$ cat src/hw/rtl/dcspi_pkg.sv
`timescale 1ns / 1ps
// ----------------------------------------------------------------------------
// dcspi_pkg
// Shared types, constants and word-building helpers for the daisy-chain SPI
// channel-select master.
// ----------------------------------------------------------------------------
package dcspi_pkg;

    localparam int MAX_CHIPS         = 16;
    localparam int CHANNELS_PER_CHIP = 8;
    localparam int CHIP_SHIFT        = $clog2(CHANNELS_PER_CHIP);
    localparam int WORD_W            = 16;

    // configuration register indexes
    localparam logic [1:0] CFG_PHASE_TICKS  = 2'd0;
    localparam logic [1:0] CFG_CHAIN_LENGTH = 2'd1;
    localparam logic [1:0] CFG_ON_CODE      = 2'd2;

    localparam logic [7:0] RST_PHASE_TICKS  = 8'd30;
    localparam logic [4:0] RST_CHAIN_LENGTH = 5'd4;
    localparam logic [1:0] RST_ON_CODE      = 2'd2;

    typedef struct packed {
        logic       start_req;
        logic [7:0] channel;
        logic       data_in;
    } t_in_item;

    typedef struct packed {
        logic              select_n;
        logic              serial_clock;
        logic              data_out;
        logic              busy_res;
        logic              word_valid;
        logic [3:0]        word_position;
        logic [WORD_W-1:0] received_word;
        logic              frame_done;
    } t_out_item;

    typedef struct packed {
        logic [7:0] phase_ticks;
        logic [4:0] chain_length;
        logic [1:0] on_code;
    } t_cfg;

    // chain length clamped to 1..MAX_CHIPS
    function automatic logic [4:0] eff_len(input logic [4:0] len);
        logic [4:0] n;
        n = len;
        if (n == 5'd0) n = 5'd1;
        if (n > 5'(MAX_CHIPS)) n = 5'(MAX_CHIPS);
        return n;
    endfunction

    // word for frame position pos; last chip in the chain goes first
    function automatic logic [WORD_W-1:0] word_for(
        input logic [4:0] len,
        input logic [1:0] code,
        input logic [7:0] channel,
        input logic [3:0] pos
    );
        logic [4:0]        n;
        logic [4:0]        chip;
        logic [3:0]        shamt;
        logic [WORD_W-1:0] w;
        n     = eff_len(len);
        chip  = 5'(channel >> CHIP_SHIFT);
        shamt = {channel[CHIP_SHIFT-1:0], 1'b0};
        w     = '0;
        if (chip < n && {1'b0, pos} == n - 5'd1 - chip) begin
            w = WORD_W'(code) << shamt;
        end
        return w;
    endfunction

endpackage

$ cat src/hw/rtl/dcspi_core.sv
`timescale 1ns / 1ps
// ----------------------------------------------------------------------------
// dcspi_core
// Bus-timing sequencer: advances the frame state by one tick per transfer and
// forms that tick's pin levels and received-word report.
// ----------------------------------------------------------------------------
module dcspi_core (
    input  logic                 i_clk,
    input  logic                 i_rst_n,
    input  logic                 i_step,
    input  dcspi_pkg::t_in_item  i_item,
    input  dcspi_pkg::t_cfg      i_cfg,
    output dcspi_pkg::t_out_item o_res
);

    localparam logic [2:0] PH_IDLE  = 3'd0;
    localparam logic [2:0] PH_SETUP = 3'd1;
    localparam logic [2:0] PH_LEAD  = 3'd2;
    localparam logic [2:0] PH_HIGH  = 3'd3;
    localparam logic [2:0] PH_TRAIL = 3'd4;
    localparam logic [2:0] PH_HOLD  = 3'd5;

    logic [2:0]  r_phase,    n_phase;
    logic [7:0]  r_tick,     n_tick;
    logic [3:0]  r_bit,      n_bit;
    logic [3:0]  r_word_idx, n_word_idx;
    logic [7:0]  r_channel,  n_channel;
    logic [15:0] r_tx,       n_tx;
    logic [15:0] r_rx,       n_rx;

    logic [7:0]  ticks;
    logic        shifting;

    always_comb begin
        ticks      = (i_cfg.phase_ticks == 8'd0) ? 8'd1 : i_cfg.phase_ticks;
        n_phase    = r_phase;
        n_tick     = r_tick;
        n_bit      = r_bit;
        n_word_idx = r_word_idx;
        n_channel  = r_channel;
        n_tx       = r_tx;
        n_rx       = r_rx;
        o_res      = '0;

        if (r_phase == PH_IDLE) begin
            if (i_item.start_req) begin
                n_channel  = i_item.channel;
                n_word_idx = 4'd0;
                n_bit      = 4'd0;
                n_rx       = '0;
                n_tx       = dcspi_pkg::word_for(i_cfg.chain_length, i_cfg.on_code,
                                                 i_item.channel, 4'd0);
                n_tick     = 8'd0;
                n_phase    = PH_SETUP;
            end
        end else if ({1'b0, r_tick} + 9'd1 < {1'b0, ticks}) begin
            n_tick = r_tick + 8'd1;
        end else begin
            n_tick = 8'd0;
            unique case (r_phase)
                PH_SETUP: begin
                    n_phase = PH_LEAD;
                end
                PH_LEAD: begin
                    n_phase = PH_HIGH;
                end
                PH_HIGH: begin
                    // sample data-in as the clock falls
                    n_rx = {r_rx[14:0], i_item.data_in};
                    if (r_bit == 4'd15) begin
                        o_res.word_valid    = 1'b1;
                        o_res.word_position = r_word_idx;
                        o_res.received_word = n_rx;
                    end
                    n_phase = PH_TRAIL;
                end
                PH_TRAIL: begin
                    if (r_bit == 4'd15) begin
                        if ({1'b0, r_word_idx} + 5'd1 < dcspi_pkg::eff_len(i_cfg.chain_length))
                        begin
                            n_word_idx = r_word_idx + 4'd1;
                            n_bit      = 4'd0;
                            n_tx       = dcspi_pkg::word_for(i_cfg.chain_length,
                                                             i_cfg.on_code, r_channel,
                                                             n_word_idx);
                            n_phase    = PH_LEAD;
                        end else begin
                            n_phase = PH_HOLD;
                        end
                    end else begin
                        n_bit   = r_bit + 4'd1;
                        n_tx    = {r_tx[14:0], 1'b0};
                        n_phase = PH_LEAD;
                    end
                end
                PH_HOLD: begin
                    n_phase          = PH_IDLE;
                    o_res.frame_done = 1'b1;
                end
                default: begin
                    n_phase = PH_IDLE;
                end
            endcase
        end

        shifting           = (n_phase == PH_LEAD) || (n_phase == PH_HIGH) ||
                             (n_phase == PH_TRAIL);
        o_res.select_n     = (n_phase == PH_IDLE);
        o_res.serial_clock = (n_phase == PH_HIGH);
        o_res.data_out     = shifting & n_tx[15];
        o_res.busy_res     = (n_phase != PH_IDLE);
    end

    always_ff @(posedge i_clk) begin
        if (!i_rst_n) begin
            r_phase    <= PH_IDLE;
            r_tick     <= '0;
            r_bit      <= '0;
            r_word_idx <= '0;
            r_channel  <= '0;
            r_tx       <= '0;
            r_rx       <= '0;
        end else if (i_step) begin
            r_phase    <= n_phase;
            r_tick     <= n_tick;
            r_bit      <= n_bit;
            r_word_idx <= n_word_idx;
            r_channel  <= n_channel;
            r_tx       <= n_tx;
            r_rx       <= n_rx;
        end
    end

endmodule

$ cat src/hw/rtl/daisy_chain_spi_channel_select_master.sv
`timescale 1ns / 1ps
// ----------------------------------------------------------------------------
// daisy_chain_spi_channel_select_master
// SPI mode-0 master that switches one channel on in a daisy chain of driver
// chips and reports every word shifted back from the chain.
// ----------------------------------------------------------------------------
//  channel  direction  handshake                     payload
//  in       input      i_in_valid / o_in_stall       i_in_data  (t_in_item)
//  out      output     o_out_valid / i_out_stall     o_out_data (t_out_item)
//  cfg      input      i_cfg_we (no wait)            i_cfg_idx, i_cfg_data
//
//  each input transfer is one bus tick and yields one output transfer
//  one transfer per cycle: the sequencer state update is a single stage
//  result sits in an output register; input stalls only while that register
//  is full and the output side stalls
//  synchronous active-low reset returns to idle with default register values
// ----------------------------------------------------------------------------
module daisy_chain_spi_channel_select_master (
    input  logic                 i_clk,
    input  logic                 i_rst_n,
    input  logic                 i_in_valid,
    output logic                 o_in_stall,
    input  dcspi_pkg::t_in_item  i_in_data,
    output logic                 o_out_valid,
    input  logic                 i_out_stall,
    output dcspi_pkg::t_out_item o_out_data,
    input  logic                 i_cfg_we,
    input  logic [1:0]           i_cfg_idx,
    input  logic [7:0]           i_cfg_data
);

    dcspi_pkg::t_cfg      r_cfg;
    dcspi_pkg::t_out_item r_out_data;
    dcspi_pkg::t_out_item core_res;
    logic                 r_out_valid;
    logic                 in_xfer;

    assign o_in_stall  = r_out_valid & i_out_stall;
    assign in_xfer     = i_in_valid & ~o_in_stall;
    assign o_out_valid = r_out_valid;
    assign o_out_data  = r_out_data;

    always_ff @(posedge i_clk) begin
        if (!i_rst_n) begin
            r_cfg.phase_ticks  <= dcspi_pkg::RST_PHASE_TICKS;
            r_cfg.chain_length <= dcspi_pkg::RST_CHAIN_LENGTH;
            r_cfg.on_code      <= dcspi_pkg::RST_ON_CODE;
        end else if (i_cfg_we) begin
            unique case (i_cfg_idx)
                dcspi_pkg::CFG_PHASE_TICKS:  r_cfg.phase_ticks  <= i_cfg_data;
                dcspi_pkg::CFG_CHAIN_LENGTH: r_cfg.chain_length <= i_cfg_data[4:0];
                dcspi_pkg::CFG_ON_CODE:      r_cfg.on_code      <= i_cfg_data[1:0];
                default: begin
                end
            endcase
        end
    end

    dcspi_core u_core (
        .i_clk   (i_clk),
        .i_rst_n (i_rst_n),
        .i_step  (in_xfer),
        .i_item  (i_in_data),
        .i_cfg   (r_cfg),
        .o_res   (core_res)
    );

    always_ff @(posedge i_clk) begin
        if (!i_rst_n) begin
            r_out_valid <= 1'b0;
        end else if (in_xfer) begin
            r_out_valid <= 1'b1;
        end else if (!i_out_stall) begin
            r_out_valid <= 1'b0;
        end
    end

    always_ff @(posedge i_clk) begin
        if (in_xfer) begin
            r_out_data <= core_res;
        end
    end

endmodule

$ cat config.mk
export PLATFORM = sky130hd
export DESIGN_NAME = daisy_chain_spi_channel_select_master
export DESIGN_NICKNAME = d
export VERILOG_FILES = /design/src/hw/rtl/dcspi_pkg.sv /design/src/hw/rtl/dcspi_core.sv /design/src/hw/rtl/daisy_chain_spi_channel_select_master.sv
export SDC_FILE = /design/constraint.sdc
export NUM_CORES = 1
export LEC_CHECK = 0
export BUFFER_PORTS_ARGS = -buffer_cell sky130_fd_sc_hd__buf_2
export CORE_MARGIN = 10
export CORE_UTILIZATION = 45
export CTS_CLUSTER_DIAMETER = 50
export DETAILED_ROUTE_END_ITERATION = 12
export GPL_TIMING_DRIVEN = 0
export PLACE_DENSITY = 0.61
export SKIP_CTS_REPAIR_TIMING = 1
export SLEW_MARGIN = 20
export SYNTH_ARGS = -nofsm -noshare
export SYNTH_HDL_FRONTEND = slang
export SYNTH_SLANG_ARGS = --single-unit
$ cat constraint.sdc
create_clock -name i_clk -period 6.5 [get_ports i_clk]
set_input_delay 0.975 -clock i_clk [delete_from_list [all_inputs] [get_ports i_clk]]
set_output_delay 0.975 -clock i_clk [all_outputs]
set_load 0.005 [all_outputs]
==> flow_metrics.env, run 1 <==
export IMPL_ir_worst_vdd_uv=133
export IMPL_cp_top_family="simple AND/OR/NAND/NOR gates"
export IMPL_crit_type="reg -> reg"
export IMPL_crit_top_cell="and3_1"
export IMPL_clkSinkCount=100
export IMPL_regArea_um2=2260
export IMPL_yosys_most_used_dff="dfxtp_1"
export IMPL_yosysMostFrequentCell="dfxtp_1"
export IMPL_cts_root_buf="clkbuf_16"
export IMPL_wl_per_cell_um=17.4
export IMPL_grt_start_max_net_pins=35
export IMPL_required_ns=6.75
export IMPL_totalNegativeSetupSlack_ns=0
export IMPL_firstDrtPassIters=5
export IMPL_grt_overflow=0
export IMPL_drc=0
export IMPL_htreeDepth=3
export IMPL_antenna_found_initial=0
export IMPL_diodes=0
export IMPL_crit_path_start_kind="register"
export IMPL_synth_warnings=0
export IMPL_cts_reportedPaths_clkPinSlew_ns=0.07
export IMPL_power_density_nw_per_um2=232
export IMPL_period_needed_ns=3.71
export IMPL_clock_fmax_ghz=0.269
export IMPL_synth_edf_count=26
export IMPL_critical_path_max_stage_delay_ns=0.42
export IMPL_synthCells=552
export IMPL_rows=39
export IMPL_min_from="u_core.r_bit[1]"
export IMPL_grt_pass1_wl_mm=21.1
export IMPL_path_buf_inv=2
export IMPL_min_path_type="reg -> reg"
export IMPL_vias_per_cell=5.77
export IMPL_io_buffer_count=52
export IMPL_rsz0062_at_grt="false"
export IMPL_leakagePower_uw=0.00255
export IMPL_gp_congestion=0.896
export IMPL_clk_path_buf_depth=2
export IMPL_synth_common_cells="dfxtp_1 (74), nand2_1 (49), nor2_1 (42)"
export IMPL_place_hpwl_mm=9.83
export IMPL_drv_cap=0
export IMPL_syn_nets=610
export IMPL_report_final_slew_viol_count=0
export IMPL_dieWidth_um=129
export IMPL_synth_top_cell_area_share_pct=27.5
export IMPL_whs_ns=0.491
export IMPL_ys_types=72
export IMPL_syn2layout_area_growth_pct=14.1
export IMPL_grt_use_total_pct=15.8
export IMPL_r2r_start="u_core.r_tick[0]"
export IMPL_ios=53
export IMPL_grt_pass1_vias=4182
export IMPL_tightest_slew_ns=0.867
export IMPL_fp_dieArea_um2=16700
export IMPL_syn_avg_cell_area_um2=9.76
export IMPL_start_util_pct=46.6
export IMPL_numCtsBuffers=9
export IMPL_status="finished, final reports clean"
export IMPL_ys_ff_latch=100
export IMPL_finClkSkew_ns=0.00739
export IMPL_insertion_delay_ns=0.36
export IMPL_hold_viol_final=0
export IMPL_arrival_ns=3.96
export IMPL_end_kind="register"
export IMPL_drt_iter0_markers=350
export IMPL_drtAntennaViolNets=0
export IMPL_yosys_area_top_type="dfxtp_1"
export IMPL_cp_slowest_cell="dfxtp_1"
export IMPL_fin_crit_sh_pct=57.1
export IMPL_layout_nets=673
export IMPL_vias=4402
export IMPL_path_cells="and3_1 > and3_1 > nand3_1 > xnor2_1 > ha_1 > and2_1 > a221o_1 > a31oi_4 > nand2_2 > and2_4 > and4_1 > clkbuf_1 > buf_2 > a32o_1"
export IMPL_coreArea_um2=11600
export IMPL_ys_seq_area_share_pct=42.0
export IMPL_finalSetupViolations=0
export IMPL_tritoncts="yes"
export IMPL_netlist_area_um2=5390
export IMPL_drive_gt1_share_pct=17.6
export IMPL_async_flop_share_pct=0
export IMPL_synth_area_leaders="dfxtp_1 (27%), edfxtp_1 (14%), ha_1 (7.2%)"
export IMPL_routed_wl_mm=13.3
export IMPL_multi_input_area_um2=2900
export IMPL_die_y_um=129
export IMPL_fillers=1089
export IMPL_startpoint="u_core.r_tick[0]"
export IMPL_slew_headroom_pct=42.0
export IMPL_worstPathMaxFanout=10
[power breakdown]
group	internal, uW	switching (uW)
clock	310	266
sequential	664	16.8
combinational	68.1	104
total	1040	387
[stage by stage]
stage	setup WS, ns	area (um2)	instances	total power [uW]	util (%)
2_1_floorplan	3.27	5390	552	807	-
3_3_place_gp	2.24	5830	747	863	50.4
5_1_grt	2.50	6150	763	1490	53.2
4_1_cts	2.48	6150	763	1440	53.2
3_5_place_dp	2.11	5830	747	866	50.4
6_report	2.79	6150	763	1430	53.2
[final timing paths]
check	endpoint	slack [ns]	cells past startpoint
min	u_core.r_bit[1]	0.49	2
max	u_core.r_rx[8]	2.79	14
min reg2reg	u_core.r_bit[1]	0.49	2
max reg2reg	u_core.r_rx[8]	2.79	14
[logic make-up (layout without fill, tap and decap cells)]
kind of cell               after synthesis  after routing  synth area share, %
and+or+nand+nor                        206            206                 20.2
AOI/OAI and AO/OA                      136            136                 21.7
DFF                                    100            100                 42.0
buffers and inverters                   55            123                 4.11
adders and majority gates               33             33                 7.94
xor gates and xnor gates                13             13                 2.37
muxes                                    9              9                 1.67
[worst register-to-register path, stage by stage (launching register included)]
cell,delay (ns)
dfxtp_1,0.42
and3_1,0.25
and3_1,0.26
nand3_1,0.12
xnor2_1,0.23
ha_1,0.27
and2_1,0.20
a221o_1,0.37
a31oi_4,0.31
nand2_2,0.17
and2_4,0.24
and4_1,0.18
clkbuf_1,0.16
buf_2,0.21
a32o_1,0.21
[sequential cells by signal (all words and copies together) (netlist names), 3 cells and up]
signal	cells
u_core.r_bit	4
u_core.r_phase	3
o_out_data	26
u_core.r_tx	16
u_core.r_rx	15
u_core.r_channel	8
u_core.r_word_idx	4
u_core.r_tick	8
r_cfg	15
[cell type report]
type / count / share of cell area (%)
Clock inverter: 7 / 1.59
Multi-Input combinational cell: 397 / 47.2
Inverter: 30 / 1.83
Buffer: 25 / 1.77
Clock buffer: 9 / 3.66
Tap cell: 143 / 2.91
Timing Repair Buffer: 52 / 4.23
Sequential cell: 100 / 36.8
[cells in the final DEF (no fill, tap or decap), drive strengths merged, types with 16 or more instances in the layout]
master / instances
nand2: 50
buf: 63
inv: 32
edfxtp: 26
nor2: 44
clkbuf: 23
ha: 31
nand3: 17
and2: 28
dfxtp: 74
o211ai: 16
[metal layers]
layer / vias up / global-route usage, % / wire length [um]
met1: 2064 / 20.7 / 6160
met5: - / 0 / 0
met3: 16 / 2.94 / 896
li1: 2168 / - / -
met4: 0 / 5.89 / 175
met2: 154 / 25.3 / 6060
No activity file was read; power rests on OpenSTA's default activity.
==> inputs of run 2 (changes only) <==
==> constraint.sdc (replaced) <==
create_clock -name i_clk -period 3.6 [get_ports i_clk]
set_input_delay 0.54 -clock i_clk [delete_from_list [all_inputs] [get_ports i_clk]]
set_output_delay 0.54 -clock i_clk [all_outputs]
set_load 0.005 [all_outputs]
==> flow_metrics.env, run 2 (synthesized netlist as in run 1, its figures left out) <==
export IMPL_status="finished, final reports clean"
export IMPL_period_needed_ns=3.49
export IMPL_finClkSkew_ns=0.00651
export IMPL_clock_fmax_ghz=0.287
export IMPL_arrival_ns=3.62
export IMPL_largest_register_ffs=26
export IMPL_worstPathMaxFanout=4
export IMPL_drc=0
export IMPL_cts_reportedPaths_clkPinSlew_ns=0.07
export IMPL_start_util_pct=46.6
export IMPL_io_buffer_count=52
export IMPL_crit_top_cell="nor2_2"
export IMPL_coreArea_um2=11600
export IMPL_slew_headroom_pct=37.6
export IMPL_stdcell_area_um2=6270
export IMPL_vias=4422
export IMPL_grt_use_total_pct=15.8
export IMPL_cts_root_buf="clkbuf_16"
export IMPL_critical_path_endpoint="o_out_data[23]"
export IMPL_gp_congestion=0.896
export IMPL_drv_cap=0
export IMPL_clk_path_buf_depth=2
export IMPL_grt_pass1_vias=4182
export IMPL_hold_viol_final=0
export IMPL_r2r_start="r_cfg[3]"
export IMPL_final_util_pct=54.2
export IMPL_crit_path_start_kind="register"
export IMPL_ios=53
export IMPL_insertion_delay_ns=0.36
export IMPL_critical_path_max_stage_delay_ns=0.51
export IMPL_path_cells="nor3_2 > nor2_1 > nor2_2 > ha_1 > fa_1 > a211oi_1 > or4b_1 > o22a_1 > nor2_2 > nand3_2 > o2bb2a_1 > a222oi_1"
export IMPL_min_from="i_in_data[0]"
export IMPL_r2r_slack_ns=0.11
export IMPL_r2r_cells=12
export IMPL_wl_met1_mm=6.19
export IMPL_cp_slowest_cell="or4b_1"
export IMPL_leakagePower_uw=0.00259
export IMPL_firstDrtPassIters=5
export IMPL_layout_nets=678
export IMPL_drtAntennaViolNets=0
export IMPL_rows=39
export IMPL_fin_crit_sh_pct=96.9
export IMPL_grt_pass1_wl_mm=21.1
export IMPL_tightest_slew_ns=0.932
export IMPL_power_density_nw_per_um2=412
export IMPL_fp_dieArea_um2=16700
export IMPL_diodes=0
export IMPL_met2_wirelength_mm=6.13
export IMPL_grt_start_max_net_pins=35
export IMPL_tritoncts="yes"
export IMPL_crit_type="reg -> reg"
export IMPL_min_path_type="in -> reg"
export IMPL_numCtsBuffers=9
export IMPL_end_kind="register"
export IMPL_grt_overflow=0
export IMPL_drt_iter0_markers=344
export IMPL_drive_gt1_share_pct=20.6
export IMPL_routed_wl_mm=13.3
export IMPL_report_final_slew_viol_count=0
export IMPL_clkSinkCount=100
export IMPL_whs_ns=0.400
export IMPL_dpl_instance_area_um2=5830
export IMPL_vias_per_cell=5.76
export IMPL_dieWidth_um=129
export IMPL_startpoint="r_cfg[3]"
export IMPL_crit_reg2reg_capture="o_out_data[23]"
export IMPL_routed_top_layer="met4"
export IMPL_final_common_cell="dfxtp_1"
export IMPL_ir_worst_vdd_uv=241
export IMPL_antenna_found_initial=0
export IMPL_fillers=1082
export IMPL_layout_common_cells="dfxtp_1 (71), buf_2 (58), nand2_1 (47)"
export IMPL_htreeDepth=3
export IMPL_die_y_um=129
export IMPL_place_hpwl_mm=9.83
export IMPL_syn2layout_area_growth_pct=16.3
export IMPL_wl_met3_um=795
export IMPL_required_ns=3.73
export IMPL_wl_per_cell_um=17.3
export IMPL_finalSetupViolations=0
## run 2: cell types whose count changed in the layout (fill, tap and decap cells not counted), moves of 2 or more
cell / delta
and3_1: -3
and3_2: +2
buf_2: -3
buf_4: +8
clkbuf_1: -3
clkbuf_2: +2
dfxtp_1: -3
dfxtp_2: +2
nand2_1: -2
nand2_2: +2
## run 2: worst max-delay path, delay by kind of cell, from the launching register on
kind / cells / cell delay [ns]
adder cells (fa/ha/maj): 2 / 0.47
AO/OA/AOI/OAI: 4 / 1.12
flip-flops: 1 / 0.35
AND/OR/NAND/NOR: 6 / 1.32
## run 2: final cells by class
type | count | area, um2 | area share [%]
well taps | 143 | 179 | 2.85
repair buffers | 58 | 318 | 5.07
clock buffers | 9 | 225 | 3.59
flip-flops and latches | 100 | 2270 | 36.2
clock inverters | 7 | 97.6 | 1.56
multi-input cells | 397 | 2950 | 47.1
inverters | 30 | 113 | 1.80
plain buffers | 24 | 115 | 1.84
## run 2: power by group
group          internal, uW  switching [uW]  total (uW)
Sequential             1200            30.8        1230
Clock                   560             478        1040
Combinational           125             190         316
## run 2: worst min-delay path by stage
stage	endpoint	slack (ns)	cells after the start
floorplan	u_core.r_channel[3]	0.44	2
global placement	u_core.r_rx[14]	0.47	1
detailed placement	u_core.r_rx[7]	0.48	1
CTS	u_core.r_rx[0]	0.40	2
global route	o_out_valid	0.42	2
finish	u_core.r_rx[0]	0.40	2
## run 2: through the flow
stage          setup WS, ns  setup TNS (ns)  instances  power (uW)
2_1_floorplan         0.365               0        552        1460
3_3_place_gp         -0.224           -2.23        747        1560
3_5_place_dp         -0.359           -5.03        747        1560
4_1_cts              -0.108           -2.64        763        2590
5_1_grt             -0.0198         -0.0520        768        2690
6_report              0.111               0        768        2580
## run 2: layer usage
metal  up-vias  GRT usage (%)
met3        16           2.94
met1      2093           20.7
met5         -              0
li1       2178              -
met2       135           25.3
met4         0           5.89
